### src/hdl/ijhm_pkg.sv
// Package for the interval jitter histogram monitor.
// Holds field widths, command and register codes, reset values and shared structs.
// No dependencies.
package ijhm_pkg;

   localparam int NS_W   = 32;
   localparam int CNT_W  = 32;
   localparam int SUM_W  = 48;
   localparam int PCT_W  = 25;
   localparam int FRAC_W = 16;

   localparam int CSR_IDX_W  = 1;
   localparam int CSR_DATA_W = 32;

   localparam logic CMD_SAMPLE = 1'b0;
   localparam logic CMD_REPORT = 1'b1;

   localparam logic [CSR_IDX_W-1:0] REG_PERIOD   = 1'b0;
   localparam logic [CSR_IDX_W-1:0] REG_FRACTION = 1'b1;

   localparam logic [NS_W-1:0]   PERIOD_RST   = 32'd16666666;
   localparam logic [FRAC_W-1:0] FRACTION_RST = 16'd64880;

   localparam logic [PCT_W-1:0] PCT_MAX = {PCT_W{1'b1}};
   localparam logic [SUM_W-1:0] SUM_MAX = {SUM_W{1'b1}};
   localparam logic [CNT_W-1:0] CNT_MAX = {CNT_W{1'b1}};

   typedef struct packed {
      logic [NS_W-1:0]   period;
      logic [FRAC_W-1:0] fraction;
   } cfg_type;

   typedef struct packed {
      logic [CNT_W-1:0] count;
      logic [SUM_W-1:0] interval_total;
      logic [NS_W-1:0]  interval_peak;
      logic [SUM_W-1:0] jitter_total;
      logic [NS_W-1:0]  jitter_peak;
   } stats_type;

endpackage

### src/hdl/ijhm_ram.sv
// Generic single-write, single-read RAM with registered read data.
// No dependencies.
module ijhm_ram #(
   parameter int WIDTH = 32,
   parameter int DEPTH = 64
) (
   input  logic                     clock,
   input  logic                     wr_en,
   input  logic [$clog2(DEPTH)-1:0] wr_addr,
   input  logic [WIDTH-1:0]         wr_data,
   input  logic [$clog2(DEPTH)-1:0] rd_addr,
   output logic [WIDTH-1:0]         rd_data
);

   logic [WIDTH-1:0] mem_ff [DEPTH];
   logic [WIDTH-1:0] rd_data_ff;

   always_ff @(posedge clock) begin
      if (wr_en) begin
         mem_ff[wr_addr] <= wr_data;
      end
      rd_data_ff <= mem_ff[rd_addr];
   end

   assign rd_data = rd_data_ff;

endmodule

### src/hdl/ijhm_front.sv
// Front end: accepts request beats and works out the histogram bucket of a sample.
// The bucket index comes from a reciprocal multiply followed by one correction step.
// Depends on ijhm_pkg.
module ijhm_front import ijhm_pkg::*; #(
   parameter int HIST_BUCKETS    = 64,
   parameter int BUCKET_WIDTH_NS = 262144
) (
   input  logic                                  clock,
   input  logic                                  reset,
   input  logic                                  clear_done,
   input  logic                                  req_valid,
   output logic                                  req_ready,
   input  logic                                  req_cmd,
   input  logic [NS_W-1:0]                       req_interval_ns,
   output logic                                  push_valid,
   input  logic                                  push_ready,
   output logic [1+NS_W+$clog2(HIST_BUCKETS)-1:0] push_data
);

   localparam int IDX_W = $clog2(HIST_BUCKETS);
   localparam longint unsigned TOP = longint'(HIST_BUCKETS) * longint'(BUCKET_WIDTH_NS);
   localparam logic [NS_W:0] RECIP = (NS_W+1)'((64'd1 << NS_W) / 64'(BUCKET_WIDTH_NS));

   typedef enum logic [1:0] {F_IDLE, F_MUL, F_FIX, F_PUSH} state_type;

   state_type         state_ff;
   logic              cmd_ff;
   logic [NS_W-1:0]   ns_ff;
   logic [IDX_W-1:0]  quot_ff;

   logic [2*NS_W:0]   recip_prod;
   logic [NS_W-1:0]   base;
   logic [NS_W-1:0]   rem;
   logic              ge;
   logic              accept;

   assign req_ready  = (state_ff == F_IDLE) && clear_done;
   assign accept     = req_valid && req_ready;
   assign push_valid = (state_ff == F_PUSH);
   assign push_data  = {cmd_ff, ns_ff, quot_ff};

   // The truncated reciprocal gives a quotient that is exact or one short.
   assign recip_prod = (2*NS_W+1)'(ns_ff) * (2*NS_W+1)'(RECIP);
   assign base       = NS_W'(quot_ff) * NS_W'(BUCKET_WIDTH_NS);
   assign rem        = ns_ff - base;
   assign ge         = (rem >= NS_W'(BUCKET_WIDTH_NS));

   always_ff @(posedge clock) begin
      if (reset) begin
         state_ff <= F_IDLE;
      end else begin
         unique case (state_ff)
            F_IDLE: begin
               if (accept) begin
                  cmd_ff <= req_cmd;
                  ns_ff  <= req_interval_ns;
                  // Overflow samples land in the last bucket without dividing.
                  if (req_cmd == CMD_REPORT || 64'(req_interval_ns) >= TOP) begin
                     quot_ff  <= IDX_W'(HIST_BUCKETS - 1);
                     state_ff <= F_PUSH;
                  end else begin
                     state_ff <= F_MUL;
                  end
               end
            end
            F_MUL: begin
               quot_ff  <= recip_prod[NS_W +: IDX_W];
               state_ff <= F_FIX;
            end
            F_FIX: begin
               quot_ff  <= quot_ff + IDX_W'(ge);
               state_ff <= F_PUSH;
            end
            F_PUSH: begin
               if (push_ready) begin
                  state_ff <= F_IDLE;
               end
            end
            default: state_ff <= F_IDLE;
         endcase
      end
   end

endmodule

### src/hdl/ijhm_queue.sv
// Two-entry queue that decouples the front end from the back end.
// No dependencies.
module ijhm_queue #(
   parameter int WIDTH = 39
) (
   input  logic             clock,
   input  logic             reset,
   input  logic             push_valid,
   output logic             push_ready,
   input  logic [WIDTH-1:0] push_data,
   output logic             pop_valid,
   input  logic             pop_ready,
   output logic [WIDTH-1:0] pop_data
);

   logic [WIDTH-1:0] mem_ff [2];
   logic             wr_ptr_ff;
   logic             rd_ptr_ff;
   logic [1:0]       cnt_ff;
   logic             push;
   logic             pop;

   assign push_ready = (cnt_ff != 2'd2);
   assign pop_valid  = (cnt_ff != 2'd0);
   assign push       = push_valid && push_ready;
   assign pop        = pop_valid && pop_ready;
   assign pop_data   = mem_ff[rd_ptr_ff];

   always_ff @(posedge clock) begin
      if (push) begin
         mem_ff[wr_ptr_ff] <= push_data;
      end
   end

   always_ff @(posedge clock) begin
      if (reset) begin
         wr_ptr_ff <= 1'b0;
         rd_ptr_ff <= 1'b0;
         cnt_ff    <= 2'd0;
      end else begin
         if (push) begin
            wr_ptr_ff <= ~wr_ptr_ff;
         end
         if (pop) begin
            rd_ptr_ff <= ~rd_ptr_ff;
         end
         cnt_ff <= cnt_ff + 2'(push) - 2'(pop);
      end
   end

endmodule

### src/hdl/ijhm_back.sv
// Back end: updates the statistics and histogram, walks the histogram for reports
// and holds the response register. Depends on ijhm_pkg and ijhm_ram.
module ijhm_back import ijhm_pkg::*; #(
   parameter int HIST_BUCKETS    = 64,
   parameter int BUCKET_WIDTH_NS = 262144
) (
   input  logic                                  clock,
   input  logic                                  reset,
   input  cfg_type                               cfg,
   input  logic                                  pop_valid,
   output logic                                  pop_ready,
   input  logic [1+NS_W+$clog2(HIST_BUCKETS)-1:0] pop_data,
   output logic                                  clear_done,
   output logic                                  rsp_valid,
   input  logic                                  rsp_ready,
   output logic [PCT_W-1:0]                      rsp_pct,
   output stats_type                             stats
);

   localparam int IDX_W = $clog2(HIST_BUCKETS);
   localparam int ACC_W = CNT_W + IDX_W;
   localparam longint unsigned TOP = longint'(HIST_BUCKETS) * longint'(BUCKET_WIDTH_NS);
   localparam int TOP_W = $clog2(TOP + 1);
   localparam int SAT_W = (TOP_W > PCT_W) ? TOP_W : PCT_W;
   localparam logic [IDX_W-1:0] LAST = IDX_W'(HIST_BUCKETS - 1);

   typedef enum logic [2:0] {
      B_CLEAR, B_IDLE, B_READ, B_UPDATE, B_WANT, B_WALK, B_DRAIN, B_REPORT
   } state_type;

   function automatic logic [SUM_W-1:0] sat_add(input logic [SUM_W-1:0] a,
                                                input logic [NS_W-1:0] b);
      logic [SUM_W:0] s;
      s = {1'b0, a} + (SUM_W+1)'(b);
      return s[SUM_W] ? SUM_MAX : s[SUM_W-1:0];
   endfunction

   state_type         state_ff;
   logic [IDX_W-1:0]  addr_ff;
   logic [NS_W-1:0]   ns_ff;
   logic [NS_W-1:0]   dev_ff;
   logic [CNT_W-1:0]  want_ff;
   logic [ACC_W-1:0]  acc_ff;
   logic              found_ff;
   logic              rdv_ff;
   logic [TOP_W-1:0]  edge_ff;
   logic [TOP_W-1:0]  hit_ff;
   logic              rsp_valid_ff;
   logic [PCT_W-1:0]  pct_ff;
   stats_type         stats_ff;

   stats_type         stats_in;
   logic [NS_W-1:0]   dev_in;
   logic [CNT_W-1:0]  bucket_in;
   logic [SUM_W-1:0]  prod;
   logic [ACC_W-1:0]  acc_in;
   logic              hit;
   logic [TOP_W-1:0]  edge_sel;
   logic [SAT_W-1:0]  edge_ext;
   logic [PCT_W-1:0]  pct_in;
   logic              out_free;
   logic              rsp_load;
   logic              e_cmd;
   logic [NS_W-1:0]   e_ns;
   logic [IDX_W-1:0]  e_idx;
   logic              ram_we;
   logic [CNT_W-1:0]  ram_wdata;
   logic [CNT_W-1:0]  ram_rdata;

   assign e_cmd = pop_data[NS_W+IDX_W];
   assign e_ns  = pop_data[IDX_W +: NS_W];
   assign e_idx = pop_data[IDX_W-1:0];

   assign pop_ready  = (state_ff == B_IDLE);
   assign clear_done = (state_ff != B_CLEAR);
   assign out_free   = !rsp_valid_ff || rsp_ready;
   assign rsp_load   = ((state_ff == B_UPDATE) || (state_ff == B_REPORT)) && out_free;

   assign rsp_valid = rsp_valid_ff;
   assign rsp_pct   = pct_ff;
   assign stats     = stats_ff;

   // Statistics after one sample; dev_ff was registered in the read cycle.
   assign dev_in = (ns_ff > cfg.period) ? ns_ff - cfg.period : cfg.period - ns_ff;

   always_comb begin
      stats_in                = stats_ff;
      stats_in.count          = (stats_ff.count == CNT_MAX) ? CNT_MAX : stats_ff.count + 1'b1;
      stats_in.interval_total = sat_add(stats_ff.interval_total, ns_ff);
      stats_in.jitter_total   = sat_add(stats_ff.jitter_total, dev_ff);
      if (ns_ff > stats_ff.interval_peak) begin
         stats_in.interval_peak = ns_ff;
      end
      if (dev_ff > stats_ff.jitter_peak) begin
         stats_in.jitter_peak = dev_ff;
      end
   end

   assign bucket_in = (ram_rdata == CNT_MAX) ? CNT_MAX : ram_rdata + 1'b1;
   assign prod      = SUM_W'(stats_ff.count) * SUM_W'(cfg.fraction);
   assign acc_in    = acc_ff + ACC_W'(ram_rdata);
   assign hit       = !found_ff && (acc_in > ACC_W'(want_ff));

   // With no bucket over the threshold the answer is the top of the histogram.
   assign edge_sel = found_ff ? hit_ff : TOP_W'(TOP);
   assign edge_ext = SAT_W'(edge_sel);
   assign pct_in   = (stats_ff.count == '0) ? '0 :
                     (edge_ext > SAT_W'(PCT_MAX)) ? PCT_MAX : edge_ext[PCT_W-1:0];

   assign ram_we    = (state_ff == B_CLEAR) || (state_ff == B_UPDATE && out_free);
   assign ram_wdata = (state_ff == B_CLEAR) ? '0 : bucket_in;

   ijhm_ram #(
      .WIDTH (CNT_W),
      .DEPTH (HIST_BUCKETS)
   ) u_hist (
      .clock   (clock),
      .wr_en   (ram_we),
      .wr_addr (addr_ff),
      .wr_data (ram_wdata),
      .rd_addr (addr_ff),
      .rd_data (ram_rdata)
   );

   always_ff @(posedge clock) begin
      if (reset) begin
         state_ff     <= B_CLEAR;
         addr_ff      <= '0;
         rdv_ff       <= 1'b0;
         found_ff     <= 1'b0;
         rsp_valid_ff <= 1'b0;
         stats_ff     <= '0;
      end else begin
         if (rsp_load) begin
            rsp_valid_ff <= 1'b1;
         end else if (rsp_ready) begin
            rsp_valid_ff <= 1'b0;
         end
         unique case (state_ff)
            B_CLEAR: begin
               if (addr_ff == LAST) begin
                  addr_ff  <= '0;
                  state_ff <= B_IDLE;
               end else begin
                  addr_ff <= addr_ff + 1'b1;
               end
            end
            B_IDLE: begin
               if (pop_valid) begin
                  if (e_cmd == CMD_REPORT) begin
                     state_ff <= B_WANT;
                  end else begin
                     addr_ff  <= e_idx;
                     ns_ff    <= e_ns;
                     state_ff <= B_READ;
                  end
               end
            end
            B_READ: begin
               dev_ff   <= dev_in;
               state_ff <= B_UPDATE;
            end
            B_UPDATE: begin
               if (out_free) begin
                  stats_ff <= stats_in;
                  pct_ff   <= '0;
                  state_ff <= B_IDLE;
               end
            end
            B_WANT: begin
               want_ff  <= prod[SUM_W-1:FRAC_W];
               acc_ff   <= '0;
               found_ff <= 1'b0;
               rdv_ff   <= 1'b0;
               edge_ff  <= TOP_W'(BUCKET_WIDTH_NS);
               addr_ff  <= '0;
               state_ff <= B_WALK;
            end
            B_WALK, B_DRAIN: begin
               // Read data arrives in the cycle after its address is issued.
               if (rdv_ff) begin
                  acc_ff  <= acc_in;
                  edge_ff <= edge_ff + TOP_W'(BUCKET_WIDTH_NS);
                  if (hit) begin
                     found_ff <= 1'b1;
                     hit_ff   <= edge_ff;
                  end
               end
               if (state_ff == B_WALK) begin
                  rdv_ff <= 1'b1;
                  if (addr_ff == LAST) begin
                     state_ff <= B_DRAIN;
                  end else begin
                     addr_ff <= addr_ff + 1'b1;
                  end
               end else begin
                  rdv_ff   <= 1'b0;
                  state_ff <= B_REPORT;
               end
            end
            B_REPORT: begin
               if (out_free) begin
                  pct_ff   <= pct_in;
                  state_ff <= B_IDLE;
               end
            end
            default: state_ff <= B_IDLE;
         endcase
      end
   end

endmodule

### src/hdl/interval_jitter_histogram_monitor_core.sv
// A sample beat passes the front end states F_MUL, F_FIX and F_PUSH (F_PUSH alone for an
// interval past the last bucket edge), the queue, then the back end states B_READ and B_UPDATE;
// a report walks every histogram bucket before its response is loaded. The front end takes a
// new beat only after it has pushed the last one, and a report holds the back end for the walk.
// Reset: synchronous; a clearing pass zeroes the histogram, and req_ready stays low until it
// ends. Configuration writes are taken at any time.
module interval_jitter_histogram_monitor_core import ijhm_pkg::*; #(
   parameter int HIST_BUCKETS    = 64,
   parameter int BUCKET_WIDTH_NS = 262144
) (
   input  logic                  clock,
   input  logic                  reset,
   input  logic                  req_valid,
   output logic                  req_ready,
   input  logic                  req_cmd,
   input  logic [NS_W-1:0]       req_interval_ns,
   output logic                  rsp_valid,
   input  logic                  rsp_ready,
   output logic [PCT_W-1:0]      rsp_percentile_ns,
   output logic [CNT_W-1:0]      rsp_sample_count,
   output logic [SUM_W-1:0]      rsp_interval_total,
   output logic [NS_W-1:0]       rsp_interval_peak,
   output logic [SUM_W-1:0]      rsp_jitter_total,
   output logic [NS_W-1:0]       rsp_jitter_peak,
   input  logic                  csr_we,
   input  logic [CSR_IDX_W-1:0]  csr_idx,
   input  logic [CSR_DATA_W-1:0] csr_wdata
);

   localparam int ENTRY_W = 1 + NS_W + $clog2(HIST_BUCKETS);

   cfg_type              cfg_ff;
   stats_type            stats;
   logic                 clear_done;
   logic                 push_valid;
   logic                 push_ready;
   logic [ENTRY_W-1:0]   push_data;
   logic                 pop_valid;
   logic                 pop_ready;
   logic [ENTRY_W-1:0]   pop_data;

   always_ff @(posedge clock) begin
      if (reset) begin
         cfg_ff.period   <= PERIOD_RST;
         cfg_ff.fraction <= FRACTION_RST;
      end else if (csr_we) begin
         unique case (csr_idx)
            REG_PERIOD:   cfg_ff.period   <= csr_wdata[NS_W-1:0];
            REG_FRACTION: cfg_ff.fraction <= csr_wdata[FRAC_W-1:0];
            default: ;
         endcase
      end
   end

   ijhm_front #(
      .HIST_BUCKETS    (HIST_BUCKETS),
      .BUCKET_WIDTH_NS (BUCKET_WIDTH_NS)
   ) u_front (
      .clock           (clock),
      .reset           (reset),
      .clear_done      (clear_done),
      .req_valid       (req_valid),
      .req_ready       (req_ready),
      .req_cmd         (req_cmd),
      .req_interval_ns (req_interval_ns),
      .push_valid      (push_valid),
      .push_ready      (push_ready),
      .push_data       (push_data)
   );

   ijhm_queue #(
      .WIDTH (ENTRY_W)
   ) u_queue (
      .clock      (clock),
      .reset      (reset),
      .push_valid (push_valid),
      .push_ready (push_ready),
      .push_data  (push_data),
      .pop_valid  (pop_valid),
      .pop_ready  (pop_ready),
      .pop_data   (pop_data)
   );

   ijhm_back #(
      .HIST_BUCKETS    (HIST_BUCKETS),
      .BUCKET_WIDTH_NS (BUCKET_WIDTH_NS)
   ) u_back (
      .clock      (clock),
      .reset      (reset),
      .cfg        (cfg_ff),
      .pop_valid  (pop_valid),
      .pop_ready  (pop_ready),
      .pop_data   (pop_data),
      .clear_done (clear_done),
      .rsp_valid  (rsp_valid),
      .rsp_ready  (rsp_ready),
      .rsp_pct    (rsp_percentile_ns),
      .stats      (stats)
   );

   assign rsp_sample_count   = stats.count;
   assign rsp_interval_total = stats.interval_total;
   assign rsp_interval_peak  = stats.interval_peak;
   assign rsp_jitter_total   = stats.jitter_total;
   assign rsp_jitter_peak    = stats.jitter_peak;

   // No beat may enter while the histogram is still being cleared.
   assert property (@(posedge clock) disable iff (reset) !clear_done |-> !req_ready)
      else $error("request accepted during histogram clear");

   // A percentile can only be reported once samples exist.
   assert property (@(posedge clock) disable iff (reset)
      rsp_valid |-> (rsp_percentile_ns == '0 || rsp_sample_count != '0))
      else $error("nonzero percentile with no samples");

   // The saturating interval sum never falls below the largest interval.
   assert property (@(posedge clock) disable iff (reset)
      rsp_interval_total >= SUM_W'(rsp_interval_peak))
      else $error("interval sum below interval peak");

   // The sample count never goes backwards.
   assert property (@(posedge clock) disable iff (reset)
      !$past(reset) |-> rsp_sample_count >= $past(rsp_sample_count))
      else $error("sample count decreased");

endmodule

### config.mk
export PLATFORM = sky130hd
export DESIGN_NAME = interval_jitter_histogram_monitor_core
export DESIGN_NICKNAME = d
export VERILOG_FILES = /design/src/hdl/ijhm_pkg.sv /design/src/hdl/ijhm_ram.sv /design/src/hdl/ijhm_front.sv /design/src/hdl/ijhm_queue.sv /design/src/hdl/ijhm_back.sv /design/src/hdl/interval_jitter_histogram_monitor_core.sv
export SDC_FILE = /design/constraint.sdc
export NUM_CORES = 2
export LEC_CHECK = 0
export ABC_AREA = 1
export BUFFER_PORTS_ARGS = -buffer_cell sky130_fd_sc_hd__clkbuf_2
export CORE_AREA = 2 2 536 485
export CTS_BUF_LIST = sky130_fd_sc_hd__clkbuf_8
export DETAILED_ROUTE_END_ITERATION = 16
export DIE_AREA = 0 0 538 487
export GPL_ROUTABILITY_DRIVEN = 0
export PLACE_DENSITY = 0.66
export SETUP_SLACK_MARGIN = 0.4
export SYNTH_ARGS = -nofsm -noshare
export SYNTH_HDL_FRONTEND = slang
export SYNTH_SLANG_ARGS = --single-unit
### constraint.sdc
create_clock -name clock -period 8.6 [get_ports clock]
set_input_delay 1.72 -clock clock [delete_from_list [all_inputs] [get_ports clock]]
set_output_delay 1.72 -clock clock [all_outputs]
set_load 0.1 [all_outputs]
==> results.sh <==
export IMPL_layout_commonest_cell="nand2_1"
export IMPL_syn_cell_area_um2=127800
export IMPL_min_path_cells=1
export IMPL_placed_cells=15160
export IMPL_rr_endpoint="u_back.want_ff[31]"
export IMPL_cp_start_kind="flip-flop"
export IMPL_cts_tree="built"
export IMPL_synth_avg_cell_area_um2=10.86
export IMPL_post_drt_wl_per_cell_um=25.88
export IMPL_tightest_slew_ns=1.398
export IMPL_end_kind="flip-flop"
export IMPL_tns_ns=0
export IMPL_ios=290
export IMPL_crit_type="reg -> reg"
export IMPL_rrSetupSlack_ns=1.91
export IMPL_fin_nets=13060
export IMPL_yosysTopAreaCell="edfxtp_1"
export IMPL_relSlewSlack_pct=6.581
export IMPL_cts_setup_buffers=0
export IMPL_path_max_fanout=17
export IMPL_fp_row_count=177
export IMPL_insertion_delay_ns=1.09
export IMPL_h_tree_depth=5
export IMPL_ys_seq_elements=2611
export IMPL_grt_pass1_wl_um=599100
export IMPL_overflow=0
export IMPL_vias_per_cell=5.903
export IMPL_ys_top_cells_by_area="edfxtp_1 (55%), nand2_1 (8.5%), fa_1 (6.6%), dfxtp_1 (4.6%), inv_1 (4.4%)"
export IMPL_required_ns=9.35
export IMPL_fin_crit_ns=6.689
export IMPL_dp_slack_ns=1.985
export IMPL_cp_slowest_cell="dfxtp_1"
export IMPL_grt_max_degree=123
export IMPL_synth_yosys_seq_area_share_pct=59.09
export IMPL_drv_slew=0
export IMPL_start_util_pct=49.74
export IMPL_ir_drop_uv=142.3
export IMPL_critPathMostFrequentCell="fa_1"
export IMPL_clk_path_buf_depth=4
export IMPL_hold_path_class="reg -> reg"
export IMPL_critPathLaunch="cfg_ff[5]"
export IMPL_layout_setup_ws_ns=1.911
export IMPL_yosysWarnings=0
export IMPL_cp_top_family="adder cells"
export IMPL_die_x_um=538
export IMPL_cts_repair_resized=0
export IMPL_grtUsageTotal_pct=31.08
export IMPL_grt_pass1_vias=90490
export IMPL_drive_above_1_share_pct=9.316
export IMPL_cpPeakStageDelay_ns=0.96
export IMPL_synth_top_area_share_pct=54.53
export IMPL_worstPathCellList="buf_4, nand2_1, inv_1, fa_1, inv_1, fa_1, fa_1, inv_1, fa_1, fa_1, fa_1, ha_1, nand2_1, nor2_1, or3b_2, o21ai_0, nand3_1, nand2_1, nand2_1, nand3b_1, nand2_1"
export IMPL_ant_nets=0
export IMPL_cts_reportedPaths_clkPinSlew_ns=0.06
export IMPL_p_leak_nw=56.53
export IMPL_dieHeight_um=487
export IMPL_antenna_found_initial=29
export IMPL_vias=94020
export IMPL_syn_inst=11770
export IMPL_rsz0062_at_grt="no"
export IMPL_ff2ff_path_depth=21
export IMPL_r2r_start="cfg_ff[5]"
export IMPL_final_cell_mix="nand2_1 (2900), edfxtp_1 (2320), inv_1 (1636), nor2_1 (604), a21oi_1 (538)"
export IMPL_dieArea_um2=262000
export IMPL_synth_distinct_cells=70
export IMPL_fin_skew_ns=0.1161
export IMPL_drt_pass1_iter_count=6
export IMPL_area_delta_synth_final_pct=10.69
export IMPL_arrival_ns=7.44
export IMPL_setup_viol=0
export IMPL_powerDensity_nw_per_um2=189.6
export IMPL_synthFlopType="edfxtp_1"
export IMPL_status="completed"
export IMPL_fin_cells=15930
export IMPL_cp_num_buf_inv=4
export IMPL_routed_wl_um=412200
export IMPL_max_freq_mhz=149.5
export IMPL_cts_sinks=2611
export IMPL_synth_edf_count=2320
export IMPL_hold_end="u_queue.rd_ptr_ff"
export IMPL_drtIter0Drc=11670
export IMPL_port_buffers=271
export IMPL_hold_viol=0
export IMPL_max_cap_violations=0
export IMPL_postSynth_asyncResetShare_pct=0
export IMPL_drc=0
export IMPL_cts_root_buf="clkbuf_8"
export IMPL_hold_start="u_queue.rd_ptr_ff"
export IMPL_postCtsHoldBufs=0
export IMPL_numCtsBuffers=417
export IMPL_hpwlAfterDp_um=265500
export IMPL_coreArea_um2=256900
export IMPL_total_power_mw=26.81
export IMPL_fin_crit_sh_pct=77.78
## cell families (layout without fill, tap and decap cells)
group	after synthesis	in the layout	share of synthesized area [%]
xor+xnor	203	203	1.392
flops	2611	2611	59.09
simple gates	4349	4349	14.04
fa+ha+maj	815	815	10.47
other cells	1	38	0.002935
compound gates	1756	1756	8.763
buf+inv	2032	2752	6.244
mux	1	1	0.007834
## how the worst max path moves through the flow
stage | endpoint | slack, ns | cells after the start
floorplan | u_back.want_ff[31] | 2.01 | 22
global placement | u_back.want_ff[29] | 2.11 | 23
detailed placement | u_back.want_ff[31] | 1.99 | 21
CTS | u_back.want_ff[31] | 2.02 | 21
global route | u_back.want_ff[26] | 1.62 | 24
finish | u_back.want_ff[31] | 1.91 | 21
## area by class of cell
type,instances,area (um2)
Antenna cell,20,50.05
Clock buffer,438,6028
Clock inverter,310,1839
Fill cell,21760,115500
Inverter,1525,5774
Multi-Input combinational cell,7142,44990
Sequential cell,2611,75490
Tap cell,3401,4255
Timing Repair Buffer,479,2995
## stage by stage
step | util (%) | hold WS (ns) | cell area (um2)
2_1_floorplan | - | 0.4215 | 127800
3_3_place_gp | 51.97 | 0.4285 | 133500
3_5_place_dp | 51.97 | 0.4408 | 133500
4_1_cts | 55.03 | 0.4519 | 141400
5_1_grt | 55.04 | 0.4641 | 141400
6_report | 55.05 | 0.4506 | 141400
## power breakdown
| group | total [mW] | internal, mW | switching [mW] |
|---|---|---|---|
| combinational | 2.52 | 0.746 | 1.77 |
| clock | 10.3 | 5.23 | 5.04 |
| sequential | 14.0 | 13.8 | 0.205 |
## routing by layer
metal,wire length [um],global-route usage [%]
met5,148,0
met4,23210,16.30
met3,47350,6.760
met2,182500,47.24
met1,158900,41.94
## cells in the mapped netlist (all sizes together), types with 17 or more instances
library cell,n
nand2,2906
nand4,300
a211oi,18
a21oi,553
o21bai,32
o21ai,395
nor2,667
a22oi,326
xor2,124
nor3,80
buf,266
a31oi,69
o211ai,24
clkbuf,241
nand3,288
dfxtp,291
a221oi,176
or2,23
nor4,34
and3,27
fa,423
a21o,25
edfxtp,2320
inv,1523
ha,392
o2bb2ai,17
a22o,63
xnor2,79
## state kept, by name (all words and copies together), names as in the netlist, 2 cells and up, named ones only
signal                 cells
cfg_ff                    48
u_back.acc_ff             38
u_back.addr_ff             6
u_back.dev_ff             32
u_back.edge_ff             7
u_back.hit_ff              7
u_back.ns_ff              32
u_back.rsp_pct             7
u_back.state_ff            3
u_back.stats             192
u_back.u_hist.mem_ff    2048
u_back.u_hist.rd_data     32
u_back.want_ff            32
u_front.ns_ff             32
u_front.quot_ff            6
u_front.state_ff           2
u_queue.cnt_ff             2
u_queue.mem_ff            78
Note: power is estimated with default switching activity, not from simulation.
